[src/afis_pkg.sv]
// Shared widths, codes and types for the amide field-induced shift block.
`default_nettype none
package afis_pkg;
    localparam int unsigned CRD_W = 24;           // input coordinate width
    localparam int unsigned VEC_W = CRD_W + 1;    // coordinate difference width
    localparam int unsigned PRD_W = 2 * VEC_W;    // product of two differences
    localparam int unsigned SUM_W = PRD_W + 2;    // sum of three products
    localparam int unsigned SQ_W  = PRD_W;        // squared length width
    localparam int unsigned RT_W  = SQ_W / 2;     // square root width
    localparam int unsigned REM_W = RT_W + 2;     // square root remainder width
    localparam int unsigned SCL_W = 24;           // scale register width
    localparam int unsigned HLF_W = PRD_W / 2;    // multiplier split width
    localparam int unsigned NPP_W = SCL_W + HLF_W;  // scale times half magnitude
    localparam int unsigned NSUM_W = NPP_W + HLF_W; // scale times magnitude
    localparam int unsigned NUM_SH = 20;
    localparam int unsigned NUM_W = NSUM_W + NUM_SH;
    localparam int unsigned PP_W  = 2 * HLF_W;
    localparam int unsigned DEN_W = SQ_W + 2 * RT_W;
    localparam int unsigned Q_W   = 34;           // top bit flags overflow
    localparam int unsigned OUT_W = 32;
    localparam int unsigned NSQ   = RT_W;         // square root cells
    localparam int unsigned NDIV  = Q_W;          // divider cells

    localparam logic [SCL_W-1:0] SCALE_RST = 24'd2241200;
    localparam logic [1:0] SGN_POS = 2'b01;
    localparam logic [1:0] SGN_NEG = 2'b11;
    localparam logic [OUT_W-1:0] POS_MAX = 32'h7FFF_FFFF;
    localparam logic [OUT_W-1:0] NEG_MAX = 32'h8000_0000;

    typedef struct packed {
        logic       same;
        logic [1:0] sgn;
        logic       zero;
        logic       neg;
    } t_flg;
endpackage
`default_nettype wire

[src/afis_sqrt_cell.sv]
// One digit step of the square root chain: two input bits in, one root bit out.
`default_nettype none
module afis_sqrt_cell
    import afis_pkg::*;
(
    input  wire logic            i_clk,
    input  wire logic            i_en,
    input  wire logic [SQ_W-1:0]  i_x,
    input  wire logic [REM_W-1:0] i_rem,
    input  wire logic [RT_W-1:0]  i_root,
    output logic      [SQ_W-1:0]  o_x,
    output logic      [REM_W-1:0] o_rem,
    output logic      [RT_W-1:0]  o_root
);
    logic [REM_W+1:0] w_rem2;
    logic [REM_W+1:0] w_trial;
    logic [REM_W+1:0] w_diff;
    logic             w_ge;
    logic [SQ_W-1:0]  r_x;
    logic [REM_W-1:0] r_rem;
    logic [RT_W-1:0]  r_root;

    always_comb begin
        w_rem2  = {i_rem, i_x[SQ_W-1:SQ_W-2]};
        w_trial = {2'b00, i_root, 2'b01};
        w_ge    = (w_rem2 >= w_trial);
        w_diff  = w_rem2 - w_trial;
    end

    always_ff @(posedge i_clk) begin
        if (i_en) begin
            r_x    <= {i_x[SQ_W-3:0], 2'b00};
            r_rem  <= w_ge ? w_diff[REM_W-1:0] : w_rem2[REM_W-1:0];
            r_root <= {i_root[RT_W-2:0], w_ge};
        end
    end

    assign o_x    = r_x;
    assign o_rem  = r_rem;
    assign o_root = r_root;
endmodule
`default_nettype wire

[config.mk]
export PLATFORM = sky130hd
export DESIGN_NAME = afis_sqrt_cell
export DESIGN_NICKNAME = d
export VERILOG_FILES = /design/src/afis_pkg.sv /design/src/afis_sqrt_cell.sv
export SDC_FILE = /design/constraint.sdc
export NUM_CORES = 1
export LEC_CHECK = 0
export BUFFER_PORTS_ARGS = -buffer_cell sky130_fd_sc_hd__buf_2
export CAP_MARGIN = 20
export CORE_AREA = 2 2 133 135
export DETAILED_ROUTE_END_ITERATION = 8
export DIE_AREA = 0 0 135 137
export GPL_ROUTABILITY_DRIVEN = 0
export SLEW_MARGIN = 10
export SYNTH_ARGS = -nofsm -noshare
export SYNTH_HDL_FRONTEND = slang
export SYNTH_SLANG_ARGS = --single-unit
[constraint.sdc]
create_clock -name i_clk -period 6.95 [get_ports i_clk]
set_input_delay 0.695 -clock i_clk [delete_from_list [all_inputs] [get_ports i_clk]]
set_output_delay 0.695 -clock i_clk [all_outputs]
set_load 0.03 [all_outputs]
==> metrics <==
Site Rows=between 40 and 50; number of synthesized flops with an enable pin=100; die span in x=roughly 140 µm; first-pass GRT wire length=19.0 mm; XOR/XNOR share of the synthesized area=0.0382; postcts setup bufs=0; Int Pwr=around 1.1 mW; DR iter-0 viols=~130; vias per cell=~4.5; highest clock rate=roughly 270 MHz; switching part of the total=0.312; Min-Delay Endpoint=o_x[25]; Longest Clk Path Bufs=2; synth cell count leaders=edfxtp_1, inv_1, ha_1; Final Instance Count excl. Fillers=811; Slew HR=0.420; die area=~0.018 mm²; switching power total=between 0.5 and 0.6 mW; Distinct cells, synth=between 50 and 60; 1st-pass router iterations=4; antenna violations before repair=2; fraction of the mapped netlist area in adder cells=0.0669; DRC=0; max_cap viols=0; cell area after layout=~0.0065 mm²; largest family of logic cells by synthesized area=compound AO/OA/AOI/OAI gates; Power Density=about 250 mW/mm²; register bit total from synthesis=100; Top delay family on crit path=simple AND/OR/NAND/NOR gates; Setup WS pre-CTS=about 2.9 ns; leakage=2.93 nW; register area share after synthesis=0.595; hold path cells=1; antenna-violating nets left=0; CTS resizes=0; ratio of cells with drive above 1 in the final layout=0.441; WS Path Type=input pin to register; Clk pwr share=0.287; fraction of registers with async set/reset=0; Worst EP arrival=around 3.8 ns; slowest cell on the critical path=or4_1; Post-DP Area=~0.0063 mm²; core area=~0.017 mm²; cts hold-fix bufs=0; combinational share of power=0.261; Post-Route WL=roughly 13 mm; via total after detailed routing=3,673; DPL Wire Length=roughly 10 mm; fraction of the mapped netlist area in simple logic gates=0.0706; clk sinks=100; endpoints failing hold=0; Post-Synthesis Cells=375; Syn Area/Cell=13.5 µm²; fin nets=about 710; clock transition at the registers of the reported paths=about 0.070 ns; Top FF cell, synth=edfxtp_1; synth top area cells=edfxtp_1, ha_1, mux2_4; GR Util All Layers=0.135; vias in the first global route=roughly 3.7k; VDD IR-drop max=roughly 0.00011 V; setup tns final=0 ns; Reg power frac=0.451; DP Cell Count=794; CTS buffer count=9; crit path buf inv count=3; worst min-delay path class=input pin to register; clk root buf=clkbuf_16; Worst setup SP type=input pin; Ports=roughly 210; mean routed wirelength per cell=around 16 µm; CP peak stage delay=0.53 ns; largest net degree at the start of global routing=between 70 and 80; mapped cell area=roughly 0.0050 mm²; RSZ-0062 raised after global routing=false; WP data required=roughly 7 ns; minimum clock period=roughly 3.7 ns; dominant cell type by area after synthesis=edfxtp_1; initial core utilization=0.296; Die Ht=137 µm; WHS=around 0.52 ns; Worst Setup End Kind=register; run status=finished clean; area grow syn2layout=29.6%; hold path startpoint=i_x[23]; mux contribution to synthesized area=0.0724; CP max FO=20; CP Cell Sequence=buf_2 -> inv_1 -> ha_1 -> nand2_1 -> or4_1 -> nor3_1 -> a31oi_1 -> o211ai_2 -> a2111o_1 -> buf_4 -> mux2_2; H-tree Lvls=3; Port Buf Inserts=about 200; gr ovfl total=0; Ys Warns=0; final worst slack=approximately 3.3 ns; count leader, synth=edfxtp_1; final setup fails=0; Slew Limit Fails=0; Synth top area share=0.595; CTS tree=built; worst slew pin tran=0.869 ns; Synth Area in Compound Gates=0.110; period utilization=0.527
[routing by layer]
layer | up-vias | global-route usage | part of all wire
met2 | 165 | 0.236 | 0.48
li1 | 1802 | - | -
met5 | - | 0 | 0.00086
met1 | 1692 | 0.159 | 0.41
met3 | 12 | 0.0411 | 0.091
met4 | 2 | 0.0417 | 0.012
[cell type report]
class                      count  area [µm²]
inverter                      34         128
multi-input combinational    230        1810
clock inverter                 7        57.6
timing repair buffer         205        1030
fill                        1739       10500
antenna                        1        2.50
clock buffer                   9         225
tap                          225         282
sequential                   100        3000
[flip-flops by register name (all words and copies together) (netlist names)]
| name | count |
|---|---|
| o_x | 48 |
| o_rem | 27 |
| o_root | 25 |
[placed cells by master, fill, tap and decap left out, types with 6 or more instances in the layout]
cell type / synthesis / final
a211oi_1: 6 / 6
nand2_1: 20 / 20
o21ai_0: 17 / 17
nor2_1: 14 / 14
a21oi_1: 25 / 25
mux2_4: 17 / 17
xor2_1: 11 / 11
inv_1: 34 / 34
nand3_1: 7 / 7
ha_1: 27 / 27
buf_2: 5 / 202
xnor2_1: 11 / 11
nand4_1: 6 / 6
nor3_1: 7 / 7
clkbuf_16: 0 / 9
mux2_2: 8 / 8
edfxtp_1: 100 / 100
[metrics by stage]
step,utilization,power (mW)
floorplan,-,1.07
global placement,0.367,1.20
detailed placement,0.367,1.21
CTS,0.384,1.70
global route,0.384,1.75
finish,0.384,1.67
[cell families (layout without fill, tap and decap cells)]
group	Yosys count	count (layout)
flops	100	100
compound gates	81	81
simple gates	71	71
buf+inv	46	255
fa+ha+maj	27	27
mux	27	27
xor+xnor	22	22
other cells	1	3
[power by group through the flow]
stage | clock [mW] | sequential (mW) | combinational, mW
final | 0.479 | 0.753 | 0.436
after detailed placement | 0 | 0.766 | 0.441
after floorplan | 0 | 0.894 | 0.176
after global placement | 0 | 0.767 | 0.435
after CTS | 0.501 | 0.754 | 0.441
after global routing | 0.520 | 0.759 | 0.469
[worst max path at each step]
stage	start	endpoint	depth (start not counted)	slack (ns)
finish	i_root[15]	o_rem[2]	11	3.29
global route	i_root[1]	o_rem[26]	12	3.10
CTS	i_root[15]	o_rem[26]	11	3.27
detailed placement	i_root[15]	o_rem[2]	11	2.88
global placement	i_root[1]	o_rem[2]	12	3.03
floorplan	i_root[1]	o_rem[10]	12	3.72
Note: power is estimated with default switching activity, not from simulation.
